$ cat config.mk
export PLATFORM = sky130hd
export DESIGN_NAME = cttd_norm
export DESIGN_NICKNAME = d
export VERILOG_FILES = /design/src/rtl/cttd_pkg.sv /design/src/rtl/cttd_norm.sv
export SDC_FILE = /design/constraint.sdc
export NUM_CORES = 1
export LEC_CHECK = 0
export CELL_PAD_IN_SITES_DETAIL_PLACEMENT = 0
export CELL_PAD_IN_SITES_GLOBAL_PLACEMENT = 1
export CORE_UTILIZATION = 47
export CTS_CLUSTER_DIAMETER = 80
export CTS_CLUSTER_SIZE = 12
export DETAILED_ROUTE_END_ITERATION = 12
export DONT_BUFFER_PORTS = 1
export HOLD_SLACK_MARGIN = 0.06
export PLACE_DENSITY_LB_ADDON = 0.25
export RECOVER_POWER = 50
export SLEW_MARGIN = 15
export SYNTH_ARGS = -nofsm -noshare
export SYNTH_HDL_FRONTEND = slang
export SYNTH_SLANG_ARGS = --single-unit
$ cat constraint.sdc
create_clock -name clk -period 6.2 [get_ports clk]
set_input_delay 0.62 -clock clk [delete_from_list [all_inputs] [get_ports clk]]
set_output_delay 0.62 -clock clk [all_outputs]
set_load 0.02 [all_outputs]
$ cat src/rtl/cttd_pkg.sv
// Shared types and constants for the compact target to difficulty pipeline.
`timescale 1ns / 1ps
package cttd_pkg;

  localparam int MANT_W      = 24;
  localparam int EXP_W       = 8;
  localparam int E_W         = 12;         // signed unbiased exponent
  localparam int NUM_W       = MANT_W + 2; // partial remainder
  localparam int STEP_BITS   = 8;          // quotient bits per divider stage
  localparam int DIV_STAGES  = 7;
  localparam int QW          = STEP_BITS * DIV_STAGES;
  localparam int FRAC_W      = 52;
  localparam int SIG_W       = FRAC_W + 1;
  localparam int BEXP_W      = 11;
  localparam int GUARD_W     = QW - SIG_W; // quotient bits below the significand
  localparam int SHIFT_W     = 7;
  localparam int IDX_W       = 6;

  // One beat in flight through the divider.
  typedef struct packed {
    logic                    valid;
    logic                    zero;
    logic signed [E_W-1:0]   e;
    logic [NUM_W-1:0]        num;
    logic [MANT_W-1:0]       den;
    logic [QW-1:0]           q;
  } div_t;

  // One beat between the align and increment stages of rounding.
  typedef struct packed {
    logic                    valid;
    logic                    zero;
    logic                    normal;
    logic [BEXP_W-1:0]       ebias;
    logic [SIG_W-1:0]        kept;
    logic                    rbit;
    logic                    sticky;
  } rnd_t;

endpackage

$ cat src/rtl/cttd_norm.sv
// Input stage: split the compact word, normalize the operands, derive the exponent.
`timescale 1ns / 1ps
module cttd_norm import cttd_pkg::*; (
  input  logic        clk,
  input  logic        rst,
  input  logic        adv,
  input  logic        in_valid,
  input  logic [31:0] compact_bits,
  output div_t        q
);

  logic [EXP_W-1:0]  expo;
  logic [MANT_W-1:0] mant;
  logic [4:0]        lz;
  logic [MANT_W-1:0] den_a;
  logic              ge;
  logic [E_W-1:0]    e_u;
  div_t              q_next;

  assign expo = compact_bits[31:24];
  assign mant = compact_bits[23:0];

  always_comb begin
    lz = '0;
    for (int i = 0; i < MANT_W; i++) begin
      if (mant[i]) lz = 5'(MANT_W - 1 - i);
    end
  end

  assign den_a = mant << lz;
  // 65535 aligned to bit 23 is 0xFFFF00
  assign ge    = 24'hFFFF00 >= den_a;
  // e = t + 8*(29 - expo), t = lz - 8 or lz - 9
  assign e_u   = {7'b0, lz} + (ge ? 12'd224 : 12'd223) - {1'b0, expo, 3'b000};

  always_comb begin
    q_next.valid = in_valid;
    q_next.zero  = (mant == '0);
    q_next.e     = $signed(e_u);
    q_next.num   = ge ? 26'h0FFFF00 : 26'h1FFFE00;
    q_next.den   = den_a;
    q_next.q     = '0;
  end

  always_ff @(posedge clk) begin
    if (rst) begin
      q.valid <= 1'b0;
    end else if (adv) begin
      q <= q_next;
    end
  end

endmodule

* After elaboration in Yosys (flattened, before gate mapping)
Cells that the tools add are included.
** Word-level totals
- Bits in registers :: 64
- Input bits :: 36
- Output and inout bits :: 120
- Word-level logic and storage cells :: 38
** Operators by class
- $add $sub $neg :: 2
- $lt $le $gt $ge :: 1
- Shift operators :: 1
- Mux-type cells :: 26
- Bitwise gates (word level) :: 1
- Reductions and logical operators :: 2
** Operator list (count)
- two-way mux 5 bit :: 24
- two-way mux 25 bit :: 1
- >= comparator 24 bit, first input constant :: 1
- logical NOT 24 bit :: 1
- << shifter 24 x 5 -> 24 bit :: 1
- subtractor 9 x 11 -> 12 bit :: 1
- adder 5 x 8 -> 9 bit :: 1
- two-way mux 6 bit :: 1
- AND reduction 2 bit :: 1
- inverter 1 bit :: 1

* Depth between registers and ports, before layout
- Depth in word-level cells :: 29
- Depth in mapped cells :: 27
- Depth with buffers taken out :: 24

* Worst setup path after synthesis
OpenSTA, ideal clock, no wires.
- Kind :: input-to-reg
- Start :: in compact_bits[17]
- End :: reg q[117] (netlist name) (data pin)
- Library setup time :: 266 ps
- Arrival :: 5326 ps
- Required time :: 5934 ps
- Setup slack :: 608 ps
- Stages on the path :: 24
- Path buffers :: 2
- Path through :: buf_2 > nor3b_1 > o31a_1 > o21ai_4 > o21a_4 > buf_12 > inv_8 > mux2i_1 > or3_1 > a311oi_1 > nand4_1 > or4_1 > fa_1 > inv_1 > ha_1 > inv_1 > o21ai_0 > a21oi_1 > nand2b_1 > a21boi_0 > o21ai_0 > nand2b_1 > a21oi_1 > or3_1
** Between the ends
- Longest elaborated chain between the ends :: 12
** Ends and longest elaborated chain
- start, declared :: line cttd_norm.sv:8 : input logic [31:0] compact_bits,
- two-way mux 5 bit (7 in a row) :: line cttd_norm.sv:26 : if (mant[i]) lz = 5'(MANT_W - 1 - i);
- << shifter 24 x 5 -> 24 bit * :: line cttd_norm.sv:30 : assign den_a = mant << lz;
- >= comparator 24 bit * :: line cttd_norm.sv:32 : assign ge = 24'hFFFF00 >= den_a;
- via ge :: line cttd_norm.sv:16 : logic ge;
- two-way mux 6 bit * :: line cttd_norm.sv:34 : assign e_u = {7'b0, lz} + (ge ? 12'd224 : 12'd223) - {1'b0, expo, 3'b000};
- adder 5 x 8 -> 9 bit * :: line cttd_norm.sv:34
- subtractor 9 x 11 -> 12 bit * :: line cttd_norm.sv:34
- via e_u[11] :: line cttd_norm.sv:17 : logic [E_W-1:0] e_u;
- end signal, assigned :: line cttd_norm.sv:49 : q <= q_next;
- end, declared :: line cttd_norm.sv:9 : output div_t q
Mark *: on every way through the listed nets, which the timed path passes. The rest lies on a longest branch.
A chain may end at the register's enable or synchronous reset.

* Final worst setup path
- Start :: in compact_bits[22]
- End :: reg q[117] (netlist name) (data pin)
** Between the ends
- Longest elaborated chain between the ends :: 7
** Ends and longest elaborated chain (line)
- two-way mux 5 bit (2 in a row) :: cttd_norm.sv:26
- << shifter 24 x 5 -> 24 bit * :: cttd_norm.sv:30
- >= comparator 24 bit * :: cttd_norm.sv:32
- via ge :: cttd_norm.sv:16
- two-way mux 6 bit * :: cttd_norm.sv:34
- adder 5 x 8 -> 9 bit * :: cttd_norm.sv:34
- subtractor 9 x 11 -> 12 bit * :: cttd_norm.sv:34
- via e_u[11] :: cttd_norm.sv:17
Marked as above.

==> impl_metrics.yaml <==
sta:
  worstMarginPinSlew_ns: 3.17
  slew_headroom: -1.12
  setup_ws_ns: 0.444
  setup_violations: 0
  period_needed_ns: 5.76
  max_freq_mhz: 174
  rsz0062_at_grt: "no"
  totalNegativeSetupSlack_ns: 0
  fin_crit_sh: 0.928
  finalHoldViolCount: 0
  maxSlewViolCount: 40
  fin_skew_ns: 0
place:
  gp_congestion: 0.869
  dpl.hpwl_um: 7750
  port_buffers: 0
  pre_cts_slack_ns: 0.0540
layout:
  largest-register: "q"
  largestRegisters: "q x40"
  nFillCells: 799
  largest_register_ffs: 40
  layout-drive-gt1-share: 0.107
  antennaDiodeCount: 0
  fin_nets: 516
  post-route-util: 0.484
  synthToLayoutAreaGrowth_pct: -1.56
routing:
  drc_errors: 0
  wl_met1_um: 4170
  highest_layer: "met4"
  finalWirelength_um: 9860
  routed_via_density: 5.64
  dr_wl_met2_um: 4830
  route.met3.wl_um: 762
  ant_nets: 0
  vias: 3227
  routedWlPerCell_um: 17.2
  dr.pass1.iters: 4
  drt-initial-drc-count: 254
outcome:
  violations: "max-capacitance violations, max-slew violations"
  status: "finished, violations left"
clocking:
  clkSinkCount: 40
  cts_hold_buf: 0
  cts.clk_slew.worst_paths_ns: 0.08
  clk_latency_ns: 0.29
  cts_tree: "done"
  cts_buffer_depth: 2
  htree_levels: 2
  root_buffer: "clkbuf_8"
  numCtsBuffers: 5
logic_synthesis:
  synth_top_cells_by_area: "edfxtp_1 29%, buf_4 15%, mux2i_1 5.6%, a21oi_1 4.4%, ha_1 3.7%"
  seq_area_frac_synth: 0.290
  synth_top_area_share: 0.285
  ys_types: 74
  synth_area_mm2: 0.00410
  ys_top_cells_by_count: "83 x buf_4, 39 x edfxtp_1, 36 x a21oi_1, 33 x nor2_1, 32 x nand2_1"
  ys_warn_count: 0
  synth_ff_type: "edfxtp_1"
  ys_ff_latch: 40
  yosysTopAreaCell: "edfxtp_1"
  async_reset_ff_frac: 0
  yosysMostFrequentCell: "buf_4"
  syn_inst: 469
  avgSynthCellArea_um2: 8.75
  synth_edf_count: 39
grt:
  antenna_found_initial: 0
  grt_pass1_wl_um: 15100
  grt_use_total: 0.215
  first_global_vias: 2931
  grt-ovfl-total: 0
  grt_max_degree: 40
die:
  die_x_um: 95.4
  initial_core_util: 0.492
  core_mm2: 0.00834
  die-area_mm2: 0.00911
  fp-row-count: 33
  die_h_um: 95.4
  pin_count: 156
setup_path:
  startpoint_type: "input port"
  cp.required_ns: 6.24
  end_kind: "flip-flop"
  worst_ep_arrival_time_ns: 5.80
  crit_type: "input port to flip-flop"
  crit_fanout: 19
flow_run:
  drv_cap: 1
power_and_ir_drop:
  p_leak_nw: 1.69
  power.density_mw_per_mm2: 201
  ir_drop_mv: 0.0884
worst_hold_path:
  hp-class: "input port to flip-flop"
[what timing repair did]
action,in CTS,in global routing
gates resized for setup,0,1
buffers inserted,0,0
endpoints found under the setup margin,0,1
[path summary, 6_finish.rpt]
| check | cells past startpoint | end | from | slack [ns] |
|---|---|---|---|---|
| setup / recovery | 23 | q[117] | compact_bits[22] | 0.44 |
| hold / removal | 1 | q[119] | rst | 0.39 |
| setup reg to reg | 2 | q[119] | q[119] | 5.50 |
| hold reg to reg | 2 | q[119] | q[119] | 0.61 |
[cell type report]
cell class | instances | area (µm²) | area share
clock inverter | 2 | 38.8 | 0.00960
timing repair buffer | 19 | 168 | 0.0415
inverter | 29 | 116 | 0.0288
tap | 105 | 131 | 0.0325
multi-input combinational | 371 | 2310 | 0.572
clock buffer | 6 | 82.6 | 0.0204
sequential | 40 | 1190 | 0.295
[metrics by stage]
stage / hold slack [ns] / instance area, µm² / cells / total power [mW]
2_1_floorplan: 0.579 / 4400 / 547 / 0.595
3_3_place_gp: 0.595 / 3920 / 564 / 0.592
3_5_place_dp: 0.603 / 3920 / 564 / 0.594
4_1_cts: 0.384 / 4040 / 572 / 0.814
5_1_grt: 0.372 / 4040 / 572 / 0.853
6_report: 0.389 / 4040 / 572 / 0.812
[power by group]
| group | internal, mW | total [mW] | switching, mW |
|---|---|---|---|
| clock | 0.132 | 0.221 | 0.0897 |
| sequential | 0.329 | 0.365 | 0.0363 |
| combinational | 0.0746 | 0.225 | 0.151 |
| total | 0.535 | 0.812 | 0.277 |
[critical path, stage by stage]
cell       delay, ns
nor2b_2         0.15
or2_1           0.31
o21ai_4         0.21
o21a_4          0.31
inv_8           0.12
mux2i_1         0.20
a221oi_1        0.39
o32ai_1         0.24
a211oi_1        0.34
o2111ai_1       0.16
or4_4           0.51
fa_1            0.53
inv_1           0.05
ha_1            0.32
inv_1           0.05
o21ai_0         0.16
a21oi_1         0.11
nand2b_1        0.14
a21boi_0        0.25
o21ai_0         0.13
nand2b_1        0.08
a21oi_1         0.08
or3_1           0.30
[logic make-up after synthesis]
group | synth area share
flip-flops | 0.290
adder cells (fa/ha/maj) | 0.0464
other | 0.00183
XOR/XNOR | 0.0171
AO/OA/AOI/OAI | 0.203
multiplexers | 0.0768
AND/OR/NAND/NOR | 0.146
buffers and inverters | 0.219
[per-layer routing]
layer | track usage | vias to the layer above
li1 | - | 1517
met1 | 0.280 | 1549
met2 | 0.365 | 153
met3 | 0.0431 | 8
met4 | 0.0485 | 0
met5 | 0 | -
[placed cells by master (no fill, tap or decap), drive strengths merged, types with 4 or more instances in the layout]
| cell type | count |
|---|---|
| a211oi | 10 |
| a21o | 4 |
| a21oi | 37 |
| a221oi | 7 |
| a22oi | 5 |
| buf | 19 |
| clkbuf | 6 |
| conb | 80 |
| edfxtp | 39 |
| ha | 12 |
| inv | 29 |
| mux2i | 25 |
| nand2 | 32 |
| nand3 | 14 |
| nand4 | 5 |
| nor2 | 34 |
| nor2b | 7 |
| nor3 | 7 |
| nor4 | 8 |
| o211ai | 6 |
| o21ai | 19 |
| or3 | 4 |
| xnor2 | 5 |
Power figures use the tool's default switching activity.
