$ cat src/rtl/cttd_pkg.sv
// Shared types and constants for the compact target to difficulty pipeline.
`timescale 1ns / 1ps
package cttd_pkg;

  localparam int MANT_W      = 24;
  localparam int EXP_W       = 8;
  localparam int E_W         = 12;         // signed unbiased exponent
  localparam int NUM_W       = MANT_W + 2; // partial remainder
  localparam int STEP_BITS   = 8;          // quotient bits per divider stage
  localparam int DIV_STAGES  = 7;
  localparam int QW          = STEP_BITS * DIV_STAGES;
  localparam int FRAC_W      = 52;
  localparam int SIG_W       = FRAC_W + 1;
  localparam int BEXP_W      = 11;
  localparam int GUARD_W     = QW - SIG_W; // quotient bits below the significand
  localparam int SHIFT_W     = 7;
  localparam int IDX_W       = 6;

  // One beat in flight through the divider.
  typedef struct packed {
    logic                    valid;
    logic                    zero;
    logic signed [E_W-1:0]   e;
    logic [NUM_W-1:0]        num;
    logic [MANT_W-1:0]       den;
    logic [QW-1:0]           q;
  } div_t;

  // One beat between the align and increment stages of rounding.
  typedef struct packed {
    logic                    valid;
    logic                    zero;
    logic                    normal;
    logic [BEXP_W-1:0]       ebias;
    logic [SIG_W-1:0]        kept;
    logic                    rbit;
    logic                    sticky;
  } rnd_t;

endpackage

$ cat src/rtl/cttd_div_stage.sv
// One restoring divider stage: STEP_BITS quotient bits per cycle while adv is high.
`timescale 1ns / 1ps
module cttd_div_stage import cttd_pkg::*; (
  input  logic clk,
  input  logic rst,
  input  logic adv,
  input  div_t d,
  output div_t q
);

  div_t             q_next;
  logic [NUM_W-1:0] n;
  logic [QW-1:0]    qq;
  logic             b;

  always_comb begin
    n  = d.num;
    qq = d.q;
    b  = 1'b0;
    for (int i = 0; i < STEP_BITS; i++) begin
      b = n >= {2'b00, d.den};
      if (b) n = n - {2'b00, d.den};
      qq = {qq[QW-2:0], b};
      n  = {n[NUM_W-2:0], 1'b0};
    end
    q_next     = d;
    q_next.num = n;
    q_next.q   = qq;
  end

  always_ff @(posedge clk) begin
    if (rst) begin
      q.valid <= 1'b0;
    end else if (adv) begin
      q <= q_next;
    end
  end

endmodule

$ cat config.mk
export PLATFORM = sky130hd
export DESIGN_NAME = cttd_div_stage
export DESIGN_NICKNAME = d
export VERILOG_FILES = /design/src/rtl/cttd_pkg.sv /design/src/rtl/cttd_div_stage.sv
export SDC_FILE = /design/constraint.sdc
export NUM_CORES = 1
export LEC_CHECK = 0
export ABC_AREA = 1
export BUFFER_PORTS_ARGS = -buffer_cell sky130_fd_sc_hd__buf_4
export CAP_MARGIN = 10
export CORE_AREA = 2 2 145 252
export DETAILED_ROUTE_END_ITERATION = 7
export DIE_AREA = 0 0 147 254
export MAX_ROUTING_LAYER = met4
export SETUP_SLACK_MARGIN = 0.05
export SLEW_MARGIN = 30
export SYNTH_ARGS = -nofsm -noshare
export SYNTH_HDL_FRONTEND = slang
export SYNTH_SLANG_ARGS = --single-unit
$ cat constraint.sdc
create_clock -name clk -period 23.1 [get_ports clk]
set_input_delay 2.31 -clock clk [delete_from_list [all_inputs] [get_ports clk]]
set_output_delay 2.31 -clock clk [all_outputs]
set_load 0.02 [all_outputs]
## Word level (Yosys, flattened, before mapping)

Cells that the tools add are included.

| cells by class | value |
|---|---|
| add/sub/neg operators | 8 |
| magnitude comparators | 8 |
| mux-type cells | 8 |
| bitwise logic cells | 1 |
| reductions and logical operators | 1 |

Operators with widths:

| kind | count |
|---|---|
| $ge 26x24->1 | 8 |
| $mux 25 | 8 |
| $sub 25x24->25 | 8 |
| $reduce_and 2->1 | 1 |
| $not 1->1 | 1 |

| word-level totals | value |
|---|---|
| bits in registers | 119 |
| bits of input ports | 123 |
| word-level logic and storage cells | 33 |

## Logic depth before layout (Yosys ltp)

Gate-level depths: netlist (run 1).

| logic depth | value |
|---|---|
| depth in word-level cells | 16 |
| gate-level depth with buffers | 133 |
| depth with buffers taken out | 124 |

## Least setup slack after synthesis (run 1)

Ideal clock, no wire load.

| path | value |
|---|---|
| kind | input port to flip-flop |
| from | input port d[63] (netlist bit) |
| to | register q[100] (netlist bit), data pin |
| arrival time | 19.166 ns |
| required time | 22.848 ns |
| path slack | 3.681 ns |
| stages | 121 |
| path through | inv_1 ha_1 nand2_1 nor2_2 nand4_2 nand3b_4 nand2_1 nand3_2 buf_6 clkbuf_1 clkbuf_1 nand2_1 o21ai_0 inv_1 ha_1 a21oi_1 o21ai_1 nand2_1 (+85 left out) ha_1 nand2_1 o21ai_0 a21oi_1 o21ai_0 nand3_1 nand2_1 inv_1 o21a_1 o31ai_1 a21oi_1 o31ai_1 a31oi_1 nand2_2 nor2_4 buf_4 nand3_1 nand2_1 |

RTL lines:

| item | line | RTL |
|---|---|---|
| start: declaration | cttd_div_stage.sv:7 | `input div_t d,` |
| end signal: assignment | cttd_div_stage.sv:35 | `q <= q_next;` |
| end: declaration | cttd_div_stage.sv:8 | `output div_t q` |

## Worst setup path in the final report (run 1)

| path | value |
|---|---|
| from | input port d[77] (netlist bit) |
| to | register q[92] (netlist bit), data pin |

| between the ends | value |
|---|---|
| word-level cells in the longest chain between the ends | 16 |
| elaborated cells on any way between the ends | 24 |
| those cells by class | 8 x add/sub; 8 x order compare; 8 x mux |

Ends and longest elaborated chain:

| item | line | RTL |
|---|---|---|
| $sub 25x24->25 or $ge 26x24->1 (tied branches) | cttd_div_stage.sv:22, cttd_div_stage.sv:21 |  |
| $mux 25 | cttd_div_stage.sv:22 | `if (b) n = n - {2'b00, d.den};` |
| $sub 25x24->25 or $ge 26x24->1 (tied branches) | cttd_div_stage.sv:22, cttd_div_stage.sv:21 |  |
| $mux 25 | cttd_div_stage.sv:22 |  |
| $sub 25x24->25 or $ge 26x24->1 (tied branches) | cttd_div_stage.sv:22, cttd_div_stage.sv:21 |  |
| $mux 25 | cttd_div_stage.sv:22 |  |
| $sub 25x24->25 or $ge 26x24->1 (tied branches) | cttd_div_stage.sv:22, cttd_div_stage.sv:21 |  |
| $mux 25 | cttd_div_stage.sv:22 |  |
| $ge 26x24->1 or $sub 25x24->25 (tied branches) | cttd_div_stage.sv:21, cttd_div_stage.sv:22 |  |
| $mux 25 | cttd_div_stage.sv:22 |  |
| $sub 25x24->25 or $ge 26x24->1 (tied branches) | cttd_div_stage.sv:22, cttd_div_stage.sv:21 |  |
| $mux 25 | cttd_div_stage.sv:22 |  |
| $sub 25x24->25 or $ge 26x24->1 (tied branches) | cttd_div_stage.sv:22, cttd_div_stage.sv:21 |  |
| $mux 25 | cttd_div_stage.sv:22 |  |
| $sub 25x24->25 or $ge 26x24->1 (tied branches) | cttd_div_stage.sv:22, cttd_div_stage.sv:21 |  |
| $mux 25 (*) | cttd_div_stage.sv:22 |  |
| named net n[12] | cttd_div_stage.sv:12 | `logic [NUM_W-1:0] n;` |

The timed path passes the listed nets; every way through them passes the cells marked *.
A chain may end at the register's enable or synchronous reset.

==> results.yml, run 1 <==
route:
  dr.pass1.iters: 7
  num_vias: 17747
  wl_per_cell_um: 17.4
  drt_wl_total_um: 59600
  drt_iter0_drc: 607
  via_per_inst: 5.17
  route.detailed.drc: 0
  antenna_left: 0
clock_network:
  worst_skew_pair.late_latency_ns: 0.43
  clockRootBuffer: "clkbuf_16"
  cts_tree: "done"
  htree_levels: 4
  cts.path.max_buffers: 2
  cts.sinks: 119
  path_clk_slew_ns: 0.06
  cts_buffers: 17
  cts_hold_buffers: 0
die:
  fp.coreArea_um2: 35300
  die_x_um: 147
  fp.dieH_um: 254
  die_area_um2: 37300
  start_util_pct: 44.4
  fp-row-count: 91
  num_io_pins: 243
timing:
  fin_tns_setup_ns: 0
  fmax_ghz: 0.0464
  report.final.setup_viol: 0
  worst_slew_pin_slew_ns: 0.939
  report.final.slew_viol_count: 0
  rsz0062_at_grt: "false"
  skew_ns: 0
  fin_crit_sh_pct: 93.2
  relSlewSlack_pct: 37.3
  whs_ns: 0.484
  final_hold_viol_count: 0
  min_period_ns: 21.53
critical_path:
  crit_slowest_cell: "nor3_2"
  reg2reg_depth: 2
  crit_fanout: 33
  cp.required_ns: 23.28
  cp.arrival_ns: 21.71
  cpPeakStageDelay_ns: 0.38
  crit_top_cell: "nand2_1"
  end_kind: "flop"
  start_kind: "primary input"
  crit_type: "in -> reg"
logic_synthesis:
  syn_area_um2: 15700
  syn_nets: 2580
  ys_warn_count: 0
  synth_edf_count: 118
  ys_types: 60
  synthArstFlopShare_pct: 0
  ys_seq_area_share_pct: 22.7
  synth_seq_cells: 119
  synthCells: 2269
  ys.flop_type: "edfxtp_1"
  avgSynthCellArea_um2: 6.91
cells_and_area:
  fin_util_pct: 62.5
  n_fill_cell: 3388
  antenna_cells: 0
  regMostFlops: "q"
  multi_input_area_um2: 11000
  nNetsFinal: 3266
  top_regs: "q (119)"
  area_delta_synth_final_pct: 40.7
  seqCellArea_um2: 3560
  largest_register_ffs: 119
  drive_above_1_share_pct: 28.1
global_route:
  grt_max_degree: 74
  use_met1_pct: 24.4
  grt_use_met2_pct: 66.5
  overflow: 0
  grt_pass1_vias: 18010
  antenna_found_initial: 0
  top_usage_layer: "met2"
  grt_pass1_wl_um: 91000
  grt_util_met3_pct: 3.84
  grt_usage_pct: 32.6
status:
  outcome: "completed"
run:
  cap_viol_max_count: 0
place:
  dp_hpwl_um: 51800
  gp_congestion: 1.01
  io_buffers: 233
worst_hold_path:
  min_path_cells: 2
  hold_path_class: "reg -> reg"
cell usage in the layout (no fill, tap or decap), types with 9 or more instances in the layout:
cell / n
nor2_1: 110
nand2_1: 675
nand2_4: 10
a21o_1: 11
o21ai_1: 12
ha_1: 185
nand4_1: 31
a21oi_1: 200
xor2_1: 86
nor3_1: 19
xnor2_1: 83
buf_12: 9
inv_1: 235
inv_2: 13
edfxtp_1: 118
nand2_2: 23
nand3_1: 145
buf_4: 700
clkbuf_16: 17
o21ai_0: 131
o21bai_1: 13
a31oi_1: 16
stage by stage:
stage,setup slack [ns],instances,instance area [um2]
after floorplan,3.68,2269,15700
after global placement,1.45,3401,21500
after detailed placement,1.20,3401,21500
after CTS,1.40,3433,22000
after global routing,0.110,3433,22100
final,1.57,3433,22100
repair_timing:
action | in CTS | in global routing
endpoints found under the setup margin | 0 | 26
resized for setup | 0 | 5
setup buffers | 0 | 0
final timing paths:
kind	start	slack, ns	endpoint
worst max-delay path	d[77]	1.57	q[92]$_DFFE_PP_
worst min-delay path	q[119]$_SDFFE_PP0P_	0.48	q[119]$_SDFFE_PP0P_
worst max register to register	q[119]$_SDFFE_PP0P_	22.51	q[119]$_SDFFE_PP0P_
worst min register to register	q[119]$_SDFFE_PP0P_	0.48	q[119]$_SDFFE_PP0P_
worst max-delay path, delay by kind of cell:
kind | cells | cell delay, ns
compound gates | 36 | 6.78
simple gates | 50 | 6.36
fa+ha+maj | 8 | 2.56
buf+inv | 27 | 3.57
cell usage after synthesis, types with 10 or more instances:
master    number  area share (%)
edfxtp_1     118              23
nand3_1      145             4.6
inv_1        235             5.6
a31oi_1       16            0.64
o21bai_1      13            0.62
nand4_1       31             1.2
nand2_2       23            0.92
clkbuf_1      12            0.29
a21oi_1      201             6.4
nand2_1      675              16
xnor2_1       83             4.6
nand2_4       10            0.72
o21ai_0      132             4.2
buf_2         15            0.48
nor3_1        20            0.64
o21ai_1       12            0.38
xor2_1        86             4.8
nor2_1       111             2.7
a21o_1        11            0.53
ha_1         186              15
inv_2         13            0.31
layout make-up:
type / count / area share (%)
Sequential cell: 119 / 16.2
Tap cell: 465 / 2.64
Timing Repair Buffer: 709 / 24.6
Multi-Input combinational cell: 1857 / 49.7
Clock inverter: 15 / 0.715
Inverter: 251 / 4.27
Clock buffer: 17 / 1.93
logic make-up (layout without fill, tap and decap cells):
kind of cell	after synthesis	in the layout	synth area share, %
adders and majority gates	188	188	15.1
xor gates and xnor gates	169	169	9.44
AOI/OAI and AO/OA	429	429	15.2
buffers and inverters	293	992	7.54
other	1	1	0.0239
and+or+nand+nor	1070	1070	30.0
DFF	119	119	22.7
per-layer routing:
| metal | vias to the layer above | routed length [um] |
|---|---|---|
| li1 | 9022 | - |
| met1 | 8073 | 17700 |
| met2 | 427 | 33900 |
| met3 | 225 | 2030 |
| met4 | 0 | 5890 |
| met5 | - | 0 |
Power of run 1 is not shown: default switching activity piles up to over one toggle a cycle in this logic, so the estimate is an artifact.
==> inputs of run 2 (changes only) <==
- PLACE_DENSITY: unset -> 0.63
==> results.yml, run 2 (synthesis gave the netlist of run 1 again) <==
worst_hold_path:
  hold_path_class: "reg -> reg"
  min_path_cells: 2
  min_from: "q[119]$_SDFFE_PP0P_"
cells_and_area:
  area_delta_synth_final_pct: 36.7
  nNetsFinal: 3184
  final_common_cell: "nand2_1"
  final_cell_mix: "nand2_1 (675), buf_4 (622), inv_1 (235), a21oi_1 (201), ha_1 (186)"
  largest_register_ffs: 119
  regMostFlops: "q"
  top_regs: "q (119)"
  drive_above_1_share_pct: 25.9
global_route:
  grt_util_met3_pct: 3.70
  use_met1_pct: 22.8
  grt_max_degree: 78
  grt_usage_pct: 30.3
  grt_pass1_wl_um: 85900
  antenna_found_initial: 2
  overflow: 0
  top_usage_layer: "met2"
  grt_pass1_vias: 17779
  grt_use_met2_pct: 60.3
timing:
  fin_tns_setup_ns: 0
  fmax_ghz: 0.0467
  skew_ns: 0
  final_hold_viol_count: 0
  report.final.setup_viol: 0
  relSlewSlack_pct: 34.1
  rsz0062_at_grt: "false"
  min_period_ns: 21.43
  worst_slew_pin_slew_ns: 0.980
  report.final.slew_viol_count: 0
  fin_crit_sh_pct: 92.8
die:
  die_x_um: 147
  fp.coreArea_um2: 35300
  fp-row-count: 91
  num_io_pins: 243
  die_area_um2: 37300
  fp.dieH_um: 254
  start_util_pct: 44.4
route:
  drt_wl_total_um: 55500
  wl_per_cell_um: 16.6
  num_vias: 17440
  via_per_inst: 5.20
  antenna_left: 0
  drt_iter0_drc: 605
  dr.pass1.iters: 5
  route.detailed.drc: 0
critical_path:
  r2r-end: "q[119]$_SDFFE_PP0P_"
  crit_slowest_cell: "a21oi_1"
  reg2reg_from: "q[119]$_SDFFE_PP0P_"
  crit_end: "q[100]$_DFFE_PP_"
  reg2reg_depth: 2
  start_kind: "primary input"
  crit_top_cell: "nand2_1"
  crit_type: "in -> reg"
  cp.arrival_ns: 21.62
  end_kind: "flop"
  crit_fanout: 24
  cp.required_ns: 23.29
  startpoint: "d[70]"
  rrSetupSlack_ns: 22.54
  cpPeakStageDelay_ns: 0.42
place:
  dp_hpwl_um: 47900
  gp_congestion: 1.02
  io_buffers: 233
clock_network:
  worst_skew_pair.late_latency_ns: 0.44
  cts_hold_buffers: 0
  cts.path.max_buffers: 2
  post_cts_buffers: 0
  htree_levels: 4
  ctsResizeCount: 0
  clockRootBuffer: "clkbuf_16"
  path_clk_slew_ns: 0.06
  cts_buffers: 17
  cts.sinks: 119
  cts_tree: "done"
status:
  outcome: "completed"
run:
  cap_viol_max_count: 0
## run 2: cell count changes in the layout (fill, tap and decap cells not counted), moves of 2 or more
cell / change
buf_12: -5
buf_4: -78
bufinv_16: +2
diode_2: +2
## run 2: metrics by stage
| stage | std cells | area [um2] | hold WS, ns | setup WS (ns) | util [%] |
|---|---|---|---|---|---|
| 2_1_floorplan | 2269 | 15700 | 0.530 | 3.68 | - |
| 3_3_place_gp | 3318 | 20800 | 0.445 | 1.47 | 58.9 |
| 3_5_place_dp | 3318 | 20800 | 0.453 | 1.22 | 58.9 |
| 4_1_cts | 3350 | 21400 | 0.462 | 1.64 | 60.6 |
| 5_1_grt | 3353 | 21400 | 0.487 | 0.297 | 60.7 |
| 6_report | 3353 | 21400 | 0.458 | 1.67 | 60.7 |
## run 2: worst min path at each step
stage / to
after floorplan: q[119]$_SDFFE_PP0P_
after global placement: q[119]$_SDFFE_PP0P_
after detailed placement: q[119]$_SDFFE_PP0P_
after CTS: q[119]$_SDFFE_PP0P_
after global routing: q[119]$_SDFFE_PP0P_
final: q[119]$_SDFFE_PP0P_
## run 2: routing by layer
metal / wire [um] / up-vias
met5: 0 / -
met4: 5960 / 0
met3: 1710 / 273
met2: 30800 / 439
met1: 17000 / 7866
li1: - / 8862
## run 2: worst max-delay path, delay by kind of cell
family | cells | cell delay [ns]
AND/OR/NAND/NOR | 49 | 5.85
adder cells (fa/ha/maj) | 8 | 2.59
buffers and inverters | 24 | 3.21
XOR/XNOR | 1 | 0.20
AO/OA/AOI/OAI | 39 | 7.31
## run 2: layout make-up
cell class	count	area [um2]
inverters	251	942
diodes	2	5.00
clock buffers	17	425
repair buffers	627	4780
flip-flops and latches	119	3560
fillers	3395	13900
well taps	465	582
clock inverters	15	204
multi-input cells	1857	10900
Power of run 2 is left out for the same reason.
==> inputs of run 3 (changes only) <==
- ABC_AREA: 1 -> 0
- CORE_AREA: 2 2 145 252 -> 10 10 149 254
- DIE_AREA: 0 0 147 254 -> 0 0 159 264
==> results.yml, run 3 <==
status:
  outcome: "finished, violations left"
  violations: "setup timing"
die:
  die_area_um2: 42000
  fp.dieH_um: 264
  start_util_pct: 44.5
  num_io_pins: 243
  fp.coreArea_um2: 33500
  fp-row-count: 89
  die_x_um: 159
run:
  cap_viol_max_count: 0
timing:
  fin_tns_setup_ns: -4.05
  relSlewSlack_pct: 40.2
  report.final.setup_viol: 23
  report.final.slew_viol_count: 0
  rsz0062_at_grt: "true"
  skew_ns: 0
  min_period_ns: 23.34
  fmax_ghz: 0.0428
  fin_crit_sh_pct: 101
  final_hold_viol_count: 0
  setup_ws_ns: -0.244
  worst_slew_pin_slew_ns: 0.874
cells_and_area:
  largest_register_ffs: 119
  drive_above_1_share_pct: 50.1
  nNetsFinal: 3053
  final_common_cell: "buf_4"
  final_cell_mix: "buf_4 (997), a21oi_1 (156), ha_1 (155), nand2_1 (136), nor2_1 (123)"
  fin_util_pct: 75.3
  area_delta_synth_final_pct: 69.2
  antenna_cells: 0
  top_regs: "q (119)"
  design_area_um2: 25200
  regMostFlops: "q"
worst_hold_path:
  hold_path_class: "reg -> reg"
critical_path:
  cp.required_ns: 23.27
  cpPeakStageDelay_ns: 0.49
  start_kind: "primary input"
  cp.arrival_ns: 23.52
  crit_fanout: 5
  crit_type: "in -> reg"
  crit_slowest_cell: "or4_4"
  crit_top_cell: "buf_4"
  end_kind: "flop"
route:
  drt_wl_total_um: 62200
  route.detailed.drc: 0
  via_per_inst: 5.47
  drt_iter0_drc: 725
  dr.pass1.iters: 5
  antenna_left: 0
  wl_per_cell_um: 19.4
  num_vias: 17546
clock_network:
  htree_levels: 4
  cts.path.max_buffers: 2
  cts.sinks: 119
  path_clk_slew_ns: 0.06
  cts_tree: "done"
  worst_skew_pair.late_latency_ns: 0.43
  cts_buffers: 17
  clockRootBuffer: "clkbuf_16"
  cts_hold_buffers: 0
place:
  dp_hpwl_um: 50200
  io_buffers: 233
  gp_congestion: 0.970
  placed_area_um2: 22700
global_route:
  overflow: 0
  grt_pass1_wl_um: 94300
  grt_max_degree: 64
  antenna_found_initial: 0
  grt_usage_pct: 29.1
  grt_pass1_vias: 18364
logic_synthesis:
  synth_seq_cells: 119
  synth_top_area_cell: "edfxtp_1"
  ys.flop_type: "edfxtp_1"
  yosysMostFrequentCell: "a21oi_1"
  syn_area_um2: 14900
  ys_types: 89
  ys_seq_area_share_pct: 23.9
  syn_nets: 2038
  ys_top_cells_by_count: "a21oi_1 (198), ha_1 (186), nand2_1 (142), nor2_1 (137), edfxtp_1 (118)"
  synthTopCellsByArea: "edfxtp_1 (24%), ha_1 (16%), a21oi_1 (6.6%)"
  synth_top_area_share_pct: 23.8
  ys_warn_count: 0
  synth_edf_count: 118
  avgSynthCellArea_um2: 8.63
  synthCells: 1727
  synthArstFlopShare_pct: 0
run 3: cell families (layout without fill, tap and decap cells):
family,after synthesis,count (layout),synth area share [%]
DFF,119,119,23.9
adders and majority gates,188,188,15.9
xor gates and xnor gates,150,150,8.81
AOI/OAI and AO/OA,561,561,24.3
buffers and inverters,118,1146,3.17
other,1,1,0.0251
and+or+nand+nor,483,483,15.6
muxes,107,107,8.28
run 3: timing repair:
item                       in CTS  in global routing
setup endpoints to repair      26                 26
pin swaps                      95                 64
cloned                          3                  3
gates resized for setup       128                102
setup buffers                  89                 23
run 3: metal layers:
layer	vias to the layer above	track usage [%]	part of all wire, %	wire, um
met5	-	-	0	0
met4	0	27.2	11	6660
met3	253	3.58	3.4	2100
met2	547	54.1	53	33000
met1	8242	24.4	33	20300
li1	8504	-	-	-
run 3: final timing paths:
path / startpoint / endpoint / slack, ns / cells after the start
max: d[80] / q[98]$_DFFE_PP_ / -0.24 / 127
min: q[119]$_SDFFE_PP0P_ / q[119]$_SDFFE_PP0P_ / 0.51 / 2
max reg2reg: q[119]$_SDFFE_PP0P_ / q[119]$_SDFFE_PP0P_ / 22.51 / 2
min reg2reg: q[119]$_SDFFE_PP0P_ / q[119]$_SDFFE_PP0P_ / 0.51 / 2
run 3: area by class of cell:
| type | instances | area (um2) |
|---|---|---|
| Timing Repair inverter | 4 | 40.0 |
| Fill cell | 2473 | 8290 |
| Clock buffer | 17 | 425 |
| Multi-Input combinational cell | 1490 | 12200 |
| Tap cell | 455 | 569 |
| Clock inverter | 15 | 154 |
| Sequential cell | 119 | 3560 |
| Inverter | 84 | 390 |
| Timing Repair Buffer | 1026 | 7940 |
run 3: stage by stage:
step / hold WS (ns) / instances / worst slack [ns]
6_report: 0.510 / 3210 / -0.244
5_1_grt: 0.540 / 3210 / -1.06
4_1_cts: 0.518 / 3186 / -0.0430
3_5_place_dp: 0.503 / 3063 / -2.25
3_3_place_gp: 0.481 / 3063 / -1.89
2_1_floorplan: 0.579 / 1727 / -0.284
run 3: critical path, delay by kind of cell:
| family | cells | cell delay [ns] |
|---|---|---|
| buffers and inverters | 37 | 4.54 |
| adder cells (fa/ha/maj) | 8 | 2.19 |
| AND/OR/NAND/NOR | 24 | 3.67 |
| multiplexers | 5 | 1.32 |
| AO/OA/AOI/OAI | 53 | 9.39 |
Power of run 3 is left out for the same reason.
