File: src/rtl/cttd_pkg.sv
// Shared types and constants for the compact target to difficulty pipeline.
`timescale 1ns / 1ps
package cttd_pkg;

  localparam int MANT_W      = 24;
  localparam int EXP_W       = 8;
  localparam int E_W         = 12;         // signed unbiased exponent
  localparam int NUM_W       = MANT_W + 2; // partial remainder
  localparam int STEP_BITS   = 8;          // quotient bits per divider stage
  localparam int DIV_STAGES  = 7;
  localparam int QW          = STEP_BITS * DIV_STAGES;
  localparam int FRAC_W      = 52;
  localparam int SIG_W       = FRAC_W + 1;
  localparam int BEXP_W      = 11;
  localparam int GUARD_W     = QW - SIG_W; // quotient bits below the significand
  localparam int SHIFT_W     = 7;
  localparam int IDX_W       = 6;

  // One beat in flight through the divider.
  typedef struct packed {
    logic                    valid;
    logic                    zero;
    logic signed [E_W-1:0]   e;
    logic [NUM_W-1:0]        num;
    logic [MANT_W-1:0]       den;
    logic [QW-1:0]           q;
  } div_t;

  // One beat between the align and increment stages of rounding.
  typedef struct packed {
    logic                    valid;
    logic                    zero;
    logic                    normal;
    logic [BEXP_W-1:0]       ebias;
    logic [SIG_W-1:0]        kept;
    logic                    rbit;
    logic                    sticky;
  } rnd_t;

endpackage

File: src/rtl/cttd_round.sv
// Two stages: align for subnormals and pick round/sticky, then increment and pack.
`timescale 1ns / 1ps
module cttd_round import cttd_pkg::*; (
  input  logic        clk,
  input  logic        rst,
  input  logic        adv,
  input  div_t        d,
  output logic        valid,
  output logic [63:0] bits
);

  logic                  normal;
  logic signed [E_W-1:0] sfull;
  logic [IDX_W-1:0]      s;
  logic [IDX_W-1:0]      idx;
  logic [SHIFT_W-1:0]    sh;
  logic [QW-1:0]         mask;
  logic [QW-1:0]         shifted;
  logic [E_W-1:0]        ebias_w;
  rnd_t                  r_next;
  rnd_t                  r;
  logic                  inc;
  logic [SIG_W:0]        qr;
  logic [63:0]           bits_next;

  assign normal  = d.e >= -12'sd1022;
  assign sfull   = -12'sd1022 - d.e;
  assign s       = normal ? '0 : sfull[IDX_W-1:0];
  assign idx     = 6'(GUARD_W - 1) + s;
  assign sh      = {1'b0, idx} + 7'd1;
  assign shifted = d.q >> sh;
  assign mask    = (56'd1 << idx) - 56'd1;
  assign ebias_w = $unsigned(d.e) + 12'd1022;

  always_comb begin
    r_next.valid  = d.valid;
    // below half the smallest subnormal everything rounds to zero
    r_next.zero   = d.zero | (!normal && sfull > 12'sd53);
    r_next.normal = normal;
    r_next.ebias  = ebias_w[BEXP_W-1:0];
    r_next.kept   = shifted[SIG_W-1:0];
    r_next.rbit   = d.q[idx];
    r_next.sticky = ((d.q & mask) != '0) || (d.num != '0);
  end

  always_ff @(posedge clk) begin
    if (rst) begin
      r.valid <= 1'b0;
    end else if (adv) begin
      r <= r_next;
    end
  end

  // carry out of the significand lands in the exponent field on its own
  assign inc = r.rbit & (r.sticky | r.kept[0]);
  assign qr  = {1'b0, r.kept} + {{SIG_W{1'b0}}, inc};

  always_comb begin
    if (r.zero) begin
      bits_next = '0;
    end else if (r.normal) begin
      bits_next = {1'b0, r.ebias, {FRAC_W{1'b0}}} + {10'b0, qr};
    end else begin
      bits_next = {10'b0, qr};
    end
  end

  always_ff @(posedge clk) begin
    if (rst) begin
      valid <= 1'b0;
    end else if (adv) begin
      valid <= r.valid;
      bits  <= bits_next;
    end
  end

endmodule

File: config.mk
export PLATFORM = sky130hd
export DESIGN_NAME = cttd_round
export DESIGN_NICKNAME = d
export VERILOG_FILES = /design/src/rtl/cttd_pkg.sv /design/src/rtl/cttd_round.sv
export SDC_FILE = /design/constraint.sdc
export NUM_CORES = 1
export LEC_CHECK = 0
export ABC_AREA = 1
export BUFFER_PORTS_ARGS = -buffer_cell sky130_fd_sc_hd__buf_2
export CORE_UTILIZATION = 40
export DETAILED_ROUTE_END_ITERATION = 12
export PLACE_DENSITY = 0.64
export SLEW_MARGIN = 20
export SYNTH_ARGS = -nofsm -noshare
export SYNTH_HDL_FRONTEND = slang
export SYNTH_SLANG_ARGS = --single-unit
export TNS_END_PERCENT = 100
File: constraint.sdc
create_clock -name clk -period 7.4 [get_ports clk]
set_input_delay 0.74 -clock clk [delete_from_list [all_inputs] [get_ports clk]]
set_output_delay 0.74 -clock clk [all_outputs]
set_load 0.02 [all_outputs]
# Word level (Yosys, flattened, before mapping)

Index checks and enable logic that the tools add are counted.

Bits in registers: 134
Bits of input ports: 123
Output and inout bits: 65
Logic and storage cells: 39

$add $sub $neg: 7
$lt $le $gt $ge: 3
Shifts and indexed selects: 2
Mux-type cells: 4
Bitwise gates (word level): 6
Reductions and logical operators: 7

Operator list:

| cell                                                                                  | number |
|---|---|
| 63-bit by 54-bit adder with 64-bit output                                             | 1 |
| 56-bit bitwise AND                                                                    | 1 |
| 56-bit nonzero test                                                                   | 1 |
| 1-bit by 6-bit left shift with 56-bit output, first input constant                    | 1 |
| 56-bit by 7-bit >> shifter with 53-bit output                                         | 1 |
| 56-bit by 1-bit subtractor with 56-bit output, second input constant                  | 1 |
| 53-bit by 1-bit adder with 54-bit output                                              | 1 |
| 54-bit two-way mux                                                                    | 1 |
| 26-bit nonzero test                                                                   | 1 |
| 12-bit by 11-bit greater-or-equal comparator with 1-bit output, second input constant | 1 |
| 12-bit by 7-bit > comparator with 1-bit output, second input constant                 | 1 |
| 11-bit by 12-bit subtractor with 12-bit output, first input constant                  | 1 |
| 11-bit by 10-bit adder with 11-bit output, second input constant                      | 1 |
| 6-bit by 1-bit adder with 7-bit output, second input constant                         | 1 |
| 6-bit by 7-bit less-than comparator with 1-bit output, second input constant          | 1 |
| 2-bit by 6-bit adder with 6-bit output, first input constant                          | 1 |
| 1-bit binary-select mux with 6-bit select                                             | 1 |
| 6-bit two-way mux                                                                     | 1 |
| 1-bit inverter                                                                        | 2 |
| 1-bit OR                                                                              | 2 |
| 2-bit AND reduction                                                                   | 1 |
| 2-bit OR reduction                                                                    | 1 |
| 1-bit bitwise AND                                                                     | 1 |
| 1-bit logical AND                                                                     | 1 |
| other kinds (3)                                                                       | 3 |

# Longest topological paths before layout

Gate-level depths: netlist (run 1).

Word-level depth: 8
Depth in mapped cells: 34
Mapped depth without buffers: 33

# Worst setup path before layout (run 1)

No wires, ideal clock.

Path type: input -> register
From: input adv
To: register bits[0], enable pin
Setup time: 0.627 ns
Arrival: 6.317 ns
Required time: 6.773 ns
Path slack: 0.456 ns
Cell stages on the path: 2
Path buffers: 0
Cells stage by stage: inv_1 -> nor2_1

Word-level cells in the longest chain between the ends: 1

Ends and longest elaborated chain:

| item                                 | line             | text |
|---|---|---|
| start, declared                      | cttd_round.sv:6  | `input logic adv,` |
| 2-bit AND reduction (no source line) | --               |  |
| end signal, assigned                 | cttd_round.sv:73 | `bits <= bits_next;` |
| end, declared                        | cttd_round.sv:9  | `output logic [63:0] bits` |

No other way between the ends.
A chain may end at the register's enable or synchronous reset.

# Final worst setup path (run 1)

From: register r[2] (netlist bit)
To: register bits[62], data pin

Word-level cells in the longest chain between the ends: 4

Ends and longest elaborated chain:

| item                                        | line             | text |
|---|---|---|
| start, declared                             | cttd_round.sv:21 | `rnd_t r;` |
| start signal, assigned                      | cttd_round.sv:50 | `r <= r_next;` |
| 1-bit OR                                    | cttd_round.sv:55 | `assign inc = r.rbit & (r.sticky \| r.kept[0]);` |
| 1-bit bitwise AND                           | cttd_round.sv:55 |  |
| 53-bit by 1-bit adder with 54-bit output *  | cttd_round.sv:56 | `assign qr = {1'b0, r.kept} + {{SIG_W{1'b0}}, inc};` |
| 63-bit by 54-bit adder with 64-bit output * | cttd_round.sv:62 | `bits_next = {1'b0, r.ebias, {FRAC_W{1'b0}}} + {10'b0, qr};` |

Every way passes the cells marked *; elsewhere a longest branch is shown, timed or not.

==> key figures, run 1 <==
Synth
  – Syn avg cell area: between 6 and 7 sq um
  – Synth area leader: edfxtp_1
  – Mapped Nets: approximately 2000
  – Synth area leaders: edfxtp_1, nand2_1, nor2_1
  – Distinct cells, synth: between 50 and 60
  – Post-synth EDFFs: about 130
  – Ys flop type: edfxtp_1
  – Synthesized cell area: approximately 12000 sq um
  – Cells after Synth: between 1500 and 2000
  – Asr flop ratio synth: 0%
  – Most frequent cell after synthesis: nand2_1
  – Most frequent cells after synthesis: nand2_1, nor2_1, inv_1
  – Sequential share of the synthesized area: around a third
  – Share of the synthesized area in the top cell type: between 30% and 40%
  – #FFs+latches synth: approximately 130
  – Synth warnings: 0

Critical path
  – CP Class: flop to flop
  – Crit path max-delay family: simple AND/OR/NAND/NOR gates
  – Reg2reg start: r[2]$_DFFE_PP_
  – Critical Path RT: ~7600 ps
  – Reg2Reg Depth: 33
  – CP startpoint kind: flop
  – CP Max Fanout: 5
  – Critical path's slowest cell: fa_1
  – Reg2Reg Capture Point: bits[62]$_SDFFCE_PP0P_
  – Crit path to: bits[62]$_SDFFCE_PP0P_
  – Most used cell, CP: nor2_1
  – Crit. End Element: flop
  – Data arrival time of the worst path: 5630 ps
  – Buffers & Inverters on Critical Path: 5
  – CP Launch Point: r[2]$_DFFE_PP_
  – R2r setup slk: ~2000 ps
  – Critical path's largest stage delay: about 400 ps
  – Crit. path cell count: 33

Die
  – Core Area: 29900 sq um
  – Chip width: 177 microns
  – Die ar.: around 31000 sq um
  – Die height: 177 microns
  – Std cell rows: 63
  – I/O pins: roughly 190
  – Initial core utilization: 40.9%

CTS
  – CTS Sinks: about 130
  – Clk pin slew, worst setup/hold paths: 60 ps
  – Clk Latency, worst-skew pair: roughly 430 ps
  – CTS tree: built
  – Clk root buf: clkbuf_16
  – CTS buffer count: 17
  – CTS max path bufs: 2
  – Setup bufs post-CTS: 0
  – Hold_buf cts: 0
  – CTS resizes: 0
  – Htree depth: 4

GRT
  – Global-route wire length before repair: approximately 73000 microns
  – Global route overflow: 0
  – Initial antenna violation count: 0
  – Vias in the first global route: about 13000
  – GRT Util Overall: between 30 and 40%
  – Largest net degree at the start of global routing: 81

STA
  – Crit path setup slack, layout: 1950 ps
  – Setup TNS: 0 ps
  – RSZ-0062 raised after global routing: false
  – Min Tclk post-route: around 5400 ps
  – Fmax: 184 MHz
  – # setup viols final: 0
  – Final Max Slew Viols: 0
  – Fin crit share: roughly three quarters
  – Tightest Pin Transition: between 900 and 1000 ps
  – Hold Fails Final Rpt: 0
  – Rel. slew slack: between 30% and 40%
  – Clock Skews: 7.36 ps

Pwr
  – Cell Pwr Density: about 190 nW/um^2
  – Static leakage: about 6.5 nW
  – Worst VDD drop: about 130 uV

Cells and area
  – Final nets: about 2200
  – Layout Area Growth over Synthesis: 13.6%
  – Post-layout util: a little under half
  – Antenna cells: 0
  – Final Non-Filler Cells: 2416
  – Share of cells above drive strength 1: a little over an eighth

Worst hold path
  – Min-Delay Path Class: flop to flop

Drt
  – Routed vias/inst: about 5.6
  – Routed WL: 48200 microns
  – Detailed Routing Iterations Pass 1: 5
  – DR DRC count: 0
  – Via count: 13500
  – Initial detailed-routing violation count: 1117
  – Antenna Nets Post-Route: 0
  – Avg WL per Cell: approximately 20 microns

Placed design
  – Port Buffers: roughly 160
  – Gpl congestion: between 1 and 1.5
  – Post-Place Setup Slack: between 1500 and 2000 ps
  – Post-DP HPWL: ~39000 microns
  – Dpl cells: ~2400

Run status
  – Status: complete, no violations

Run
  – Max Cap Viol: 0
state kept, by name (all words and copies together) (netlist names):
| signal | count |
|---|---|
| r | 69 |
| valid | 1 |
| bits | 64 |
cells in the final DEF (no fill, tap or decap), types with 6 or more instances in the layout:
master     netlist  routed
mux2i_1          7       7
nand2_2          8       9
ha_1            13      13
o221ai_1        16      16
o22ai_1         11      11
nor2_2          17      17
nand3_1        135     134
nand2_1        514     513
xor2_1          12      12
buf_4            7      19
clkbuf_16        0      17
buf_2           21     163
a221oi_1         8       8
nor4_1          24      24
nor2_1         270     269
edfxtp_1       132     132
o21ai_0        178     178
a21oi_1         73      73
inv_1          210     210
or2_2           16      16
nor2_4           5       6
nand4_1         43      43
nor3_1          40      40
a31oi_1         12      12
final cells by class:
type | count | area, sq um
Clock buffer | 18 | 429
Inverter | 216 | 811
Multi-Input combinational cell | 1463 | 7040
Sequential cell | 134 | 4000
Tap cell | 390 | 488
Clock inverter | 13 | 159
Timing Repair Buffer | 182 | 958
Fill cell | 3212 | 16000
tightest hold or removal path: cells and delay by family (launching register included):
kind | cells | cell delay [ps]
DFF | 1 | 310
AOI/OAI and AO/OA | 1 | 50
and+or+nand+nor | 1 | 60
through the flow:
stage               instance area (sq um)  hold WS (ps)  power, mW
global route                        13900           484       2.69
floorplan                           12200           430       1.46
finish                              13900           466       2.58
global placement                    13300           443       1.74
CTS                                 13900           462       2.57
detailed placement                  13300           452       1.74
where the power goes:
part           leakage, nW  total [mW]  internal (mW)  switching (mW)
Combinational         4.94       0.794          0.223           0.572
Clock                0.273       0.839          0.525           0.314
Sequential            1.30       0.945          0.914          0.0315
per-layer routing:
metal / up-vias / wire (microns) / part of all wire [%] / GRT usage [%]
li1: 6605 / - / - / -
met1: 6311 / 20100 / 42 / 38.2
met2: 492 / 23600 / 49 / 54.6
met3: 82 / 2140 / 4.4 / 2.08
met4: 0 / 2360 / 4.9 / 15.6
met5: - / 0 / 0 / 0
cell families after synthesis:
| kind of cell | Yosys count | synth area share, % |
|---|---|---|
| simple gates | 1095 | 38.8 |
| compound gates | 334 | 15.6 |
| buf+inv | 300 | 9.82 |
| flops | 134 | 32.7 |
| fa+ha+maj | 14 | 1.49 |
| xor+xnor | 13 | 0.931 |
| mux | 7 | 0.573 |
worst min-delay path by stage:
stage	startpoint	end	cells after the start
floorplan	r[68]$_SDFFE_PP0P_	valid$_SDFFE_PP0P_	2
global placement	r[68]$_SDFFE_PP0P_	valid$_SDFFE_PP0P_	2
detailed placement	valid$_SDFFE_PP0P_	valid$_SDFFE_PP0P_	2
CTS	valid$_SDFFE_PP0P_	valid$_SDFFE_PP0P_	2
global route	r[68]$_SDFFE_PP0P_	valid$_SDFFE_PP0P_	2
finish	valid$_SDFFE_PP0P_	valid$_SDFFE_PP0P_	2
Power figures use the tool's default switching activity.
==> run 2, diff against run 1 <==
==> constraint.sdc (replaced) <==
create_clock -name clk -period 4.6 [get_ports clk]
set_input_delay 0.46 -clock clk [delete_from_list [all_inputs] [get_ports clk]]
set_output_delay 0.46 -clock clk [all_outputs]
set_load 0.02 [all_outputs]
==> key figures, run 2 (same netlist as run 1, synthesis figures left out) <==
Critical path
  – Data arrival time of the worst path: just under 5000 ps
  – CP Max Fanout: 5
  – Critical path's slowest cell: fa_2
  – CP Class: flop to flop
  – Most used cell, CP: inv_1
  – R2r setup slk: -90 ps
  – Critical path's largest stage delay: 380 ps
  – Reg2Reg Capture Point: bits[62]$_SDFFCE_PP0P_
  – Crit. End Element: flop
  – Reg2Reg Depth: 33
  – Critical Path RT: between 4000 and 5000 ps
  – Reg2reg start: r[2]$_DFFE_PP_
  – CP startpoint kind: flop
  – Buffers & Inverters on Critical Path: 5
  – Crit path max-delay family: simple AND/OR/NAND/NOR gates

Cells and area
  – Antenna cells: 0
  – Top reg by flops: r
  – Share of cells above drive strength 1: 19.3%
  – Most common cell after layout, fill and taps aside: nand2_1
  – Final Non-Filler Cells: roughly 2500
  – Most frequent cells in the layout: nand2_1, nor2_1, inv_1
  – Layout Area Growth over Synthesis: 21.2%
  – Max reg flops: 69
  – Final nets: 2251
  – Largest regs: r (69), bits (64), valid (1)
  – Design area: roughly 15000 sq um

CTS
  – Clk root buf: clkbuf_16
  – CTS Sinks: 134
  – Clk Latency, worst-skew pair: 420 ps
  – Clk pin slew, worst setup/hold paths: about 60 ps
  – CTS buffer count: 17
  – CTS max path bufs: 2
  – CTS tree: built
  – Htree depth: 4

Die
  – I/O pins: between 150 and 200
  – Initial core utilization: between 40 and 50%
  – Core Area: around 30000 sq um
  – Std cell rows: between 60 and 70
  – Die height: around 180 microns
  – Chip width: between 150 and 200 microns
  – Die ar.: approximately 31000 sq um

STA
  – Fmax: approximately 210 MHz
  – RSZ-0062 raised after global routing: true
  – Hold Fails Final Rpt: 0
  – Rel. slew slack: between 40% and 50%
  – Crit path setup slack, layout: -91.7 ps
  – Min Tclk post-route: 4690 ps
  – Tightest Pin Transition: 870 ps
  – Clock Skews: between 9 and 10 ps
  – # setup viols final: 1
  – Final Max Slew Viols: 0
  – Final hold slack: around 270 ps
  – Fin crit share: 102%

Placed design
  – Post-DP HPWL: 37600 microns
  – Port Buffers: roughly 160
  – Gpl congestion: 1.05
  – Dpl cells: 2474
  – Post-Place Setup Slack: -236 ps
  – Area after DPL: between 10000 and 15000 sq um

Pwr
  – Worst VDD drop: between 200 and 250 uV
  – Static leakage: roughly 7 nW
  – Cell Pwr Density: between 200 and 300 nW/um^2

GRT
  – Global-route wire length before repair: around 70000 microns
  – Vias in the first global route: between 10000 and 15000
  – Initial antenna violation count: 0
  – Global route overflow: 0
  – GRT Util Overall: 29.7%
  – Largest net degree at the start of global routing: around 130

Drt
  – Routed WL: 45900 microns
  – Antenna Nets Post-Route: 0
  – Detailed Routing Iterations Pass 1: 5
  – Via count: 13700
  – Initial detailed-routing violation count: 1316
  – Avg WL per Cell: between 15 and 20 microns
  – Routed vias/inst: approximately 5.4
  – DR DRC count: 0

Worst hold path
  – Min-Delay Path Class: input pin to flop
  – Hold_sp: rst
  – Min-Delay Endpoint: r[68]$_SDFFE_PP0P_
  – Hold-critical path depth: 2

Run status
  – Status: finished, violations left
  – Violated checks: setup timing

Run
  – Max Cap Viol: 0
[run 2: area by class of cell]
class                   count  area [sq um]
multi-input cells        1463          7190
well taps                 390           488
fillers                  3140         15100
repair buffers            282          1750
flip-flops and latches    134          4000
clock inverters            15           154
clock buffers              17           425
inverters                 216           811
[run 2: routing by layer]
layer / wire length, microns / GRT usage, % / share of wire [%] / vias up
met5: 0 / 0 / 0 / -
met4: 3040 / 20.0 / 6.6 / 0
met3: 2010 / 2.75 / 4.4 / 115
met2: 21600 / 49.6 / 47 / 519
met1: 19200 / 36.4 / 42 / 6225
li1: - / - / - / 6810
[run 2: timing repair]
| action | CTS | global route |
|---|---|---|
| buffers inserted | 2 | 9 |
| setup endpoints to repair | 2 | 6 |
| pin swaps | 7 | 18 |
| gates resized for setup | 10 | 35 |
| hold buffers | 0 | 0 |
[run 2: stage by stage]
step	TNS (ps)	utilization, %	power, mW
global route	-1580	49.6	4.39
CTS	0	49.0	4.17
global placement	-143	46.9	2.84
finish	-91.7	49.6	4.17
floorplan	0	-	2.35
detailed placement	-240	46.9	2.85
[run 2: how the worst max path moves through the flow]
stage                               from                endpoint  depth (start not counted)
after detailed placement  r[2]$_DFFE_PP_  bits[62]$_SDFFCE_PP0P_                         33
final                     r[2]$_DFFE_PP_  bits[62]$_SDFFCE_PP0P_                         33
after global placement    r[2]$_DFFE_PP_  bits[62]$_SDFFCE_PP0P_                         33
after floorplan                   d[106]          r[0]$_DFFE_PP_                         31
after CTS                 r[2]$_DFFE_PP_  bits[62]$_SDFFCE_PP0P_                         29
after global routing      r[2]$_DFFE_PP_  bits[62]$_SDFFCE_PP0P_                         33
[run 2: report_power, final]
group          internal (mW)  total [mW]  switching, mW
Sequential              1.47        1.52         0.0539
Combinational          0.418        1.33          0.916
Clock                  0.799        1.31          0.512
==> run 3, diff against run 2 <==
--- a/config.mk
+++ b/config.mk
@@ -9,7 +9,6 @@
 export BUFFER_PORTS_ARGS = -buffer_cell sky130_fd_sc_hd__buf_2
 export CORE_UTILIZATION = 40
 export DETAILED_ROUTE_END_ITERATION = 12
-export PLACE_DENSITY = 0.64
 export SLEW_MARGIN = 20
 export SYNTH_ARGS = -nofsm -noshare
 export SYNTH_HDL_FRONTEND = slang
==> key figures, run 3 (same netlist as run 1, synthesis figures left out) <==
Pwr
  – Switching Share: a little over a third
  – Static leakage: 7.15 nW
  – Clk pwr share: 31.6%
  – Seq pwr share: a little over a third
  – Worst VDD drop: between 200 and 250 uV
  – Switching Power: about 1.5 mW
  – Tot Pwr: about 4.2 mW
  – Logic pwr share: roughly a third
  – Internal Power: between 2 and 3 mW
  – Cell Pwr Density: between 200 and 300 nW/um^2

Critical path
  – CP startpoint kind: flop
  – Buffers & Inverters on Critical Path: 5
  – Crit path max-delay family: simple AND/OR/NAND/NOR gates
  – CP Class: flop to flop
  – Crit. path cell count: 33
  – Most used cell, CP: nor2_4
  – Data arrival time of the worst path: 5120 ps
  – Critical path's largest stage delay: 410 ps
  – Crit. End Element: flop
  – CP Max Fanout: 3
  – Critical path's slowest cell: edfxtp_1
  – Critical Path RT: 4770 ps
  – Reg2Reg Depth: 33

STA
  – Final Max Slew Viols: 0
  – RSZ-0062 raised after global routing: true
  – Rel. slew slack: 21.1%
  – # setup viols final: 2
  – Min Tclk post-route: 4950 ps
  – Crit path setup slack, layout: -353 ps
  – Fin crit share: 108%
  – Hold Fails Final Rpt: 0
  – Clock Skews: ~7.2 ps
  – Fmax: about 200 MHz
  – Tightest Pin Transition: about 1200 ps

Placed design
  – Post-Place Setup Slack: -279 ps
  – Post-DP HPWL: 40600 microns
  – Port Buffers: approximately 160
  – Gpl congestion: roughly 1

CTS
  – Clk pin slew, worst setup/hold paths: approximately 60 ps
  – CTS tree: built
  – Hold_buf cts: 0
  – CTS max path bufs: 2
  – Htree depth: 4
  – CTS Sinks: roughly 130
  – Clk Latency, worst-skew pair: ~420 ps
  – Clk root buf: clkbuf_16
  – CTS buffer count: 17

Die
  – Chip width: 177 microns
  – Initial core utilization: slightly above 40%
  – Die ar.: around 31000 sq um
  – Core Area: around 30000 sq um
  – I/O pins: 188
  – Die height: 177 microns
  – Std cell rows: between 60 and 70

Cells and area
  – Most frequent cells in the layout: nand2_1, nor2_1, inv_1
  – Share of cells above drive strength 1: between 20% and 30%
  – Final nets: approximately 2300
  – Most common cell after layout, fill and taps aside: nand2_1
  – Top reg by flops: r
  – Largest regs: r (69), bits (64), valid (1)
  – Layout Area Growth over Synthesis: 23.0%
  – Max reg flops: between 60 and 70
  – Fill cells: just over 3000
  – Antenna cells: 0

Drt
  – WL met2: around 24000 microns
  – Met3 WL post-DR: between 2000 and 2500 microns
  – Met1 WL: roughly 21000 microns
  – DR DRC count: 0
  – Initial detailed-routing violation count: roughly 1300
  – Antenna Nets Post-Route: 0
  – Routed vias/inst: ~5.5
  – Routed WL: 50000 microns
  – Avg WL per Cell: roughly 20 microns
  – Via count: about 14000
  – Top sig layer: met4
  – Detailed Routing Iterations Pass 1: 7

Worst hold path
  – Hold-critical path depth: 2
  – Min-Delay Path Class: input pin to flop

Run status
  – Status: finished, violations left
  – Violated checks: setup timing

Run
  – Max Cap Viol: 0

GRT
  – Initial antenna violation count: 0
  – Global route overflow: 0
  – Global-route wire length before repair: approximately 75000 microns
  – GRT Util Overall: 32.0%
  – Vias in the first global route: ~13000
  – Largest net degree at the start of global routing: 133
-- run 3: cell type report --
class	count	area, sq um	area share (%)
Clock buffer	17	425	2.83
Multi-Input combinational cell	1463	7210	47.9
Tap cell	390	488	3.24
Clock inverter	14	161	1.07
Timing Repair Buffer	301	1940	12.9
Inverter	216	811	5.39
Sequential cell	134	4000	26.6
-- run 3: repair_timing --
item,4_1_cts,5_1_grt
pin swaps,9,24
endpoints found under the setup margin,2,10
buffers inserted,1,11
endpoints found under the hold margin,0,0
gates cloned,0,0
gates resized for setup,13,34
-- run 3: path summary, 6_finish.rpt --
check                     start                     end  slack [ps]
min                         rst      r[68]$_SDFFE_PP0P_         260
min reg2reg  r[68]$_SDFFE_PP0P_      r[68]$_SDFFE_PP0P_         460
max              r[2]$_DFFE_PP_  bits[62]$_SDFFCE_PP0P_        -350
max reg2reg      r[2]$_DFFE_PP_  bits[62]$_SDFFCE_PP0P_        -350
-- run 3: worst register-to-register path, delay by kind of cell, from the launching register on --
family          cells  cell delay [ps]
buf+inv             5              270
xor+xnor            1              120
flops               1              410
simple gates       20             2630
fa+ha+maj           4              860
compound gates      3              380
-- run 3: layer usage --
layer | vias to the layer above | track usage, %
met3 | 126 | 2.36
met4 | 0 | 19.9
li1 | 6845 | -
met5 | - | 0
met2 | 539 | 56.0
met1 | 6480 | 38.1
-- run 3: stage by stage --
stage          cell area [sq um]  util, %  cells  TNS (ps)  hold slack [ps]
2_1_floorplan              12200        -   1897         0              430
3_3_place_gp               14200     47.5   2492      -157              441
3_5_place_dp               14200     47.5   2492      -338              456
4_1_cts                    14800     49.6   2524     -9.86              245
5_1_grt                    15000     50.3   2535     -2370              263
6_report                   15000     50.3   2535      -601              255
-- run 3: power by group through the flow --
stage / registers (mW) / clock network, mW / logic, mW
2_1_floorplan: 1.56 / 0 / 0.789
3_3_place_gp: 1.55 / 0 / 1.32
3_5_place_dp: 1.55 / 0 / 1.32
4_1_cts: 1.53 / 1.35 / 1.33
5_1_grt: 1.54 / 1.40 / 1.49
6_report: 1.53 / 1.34 / 1.36
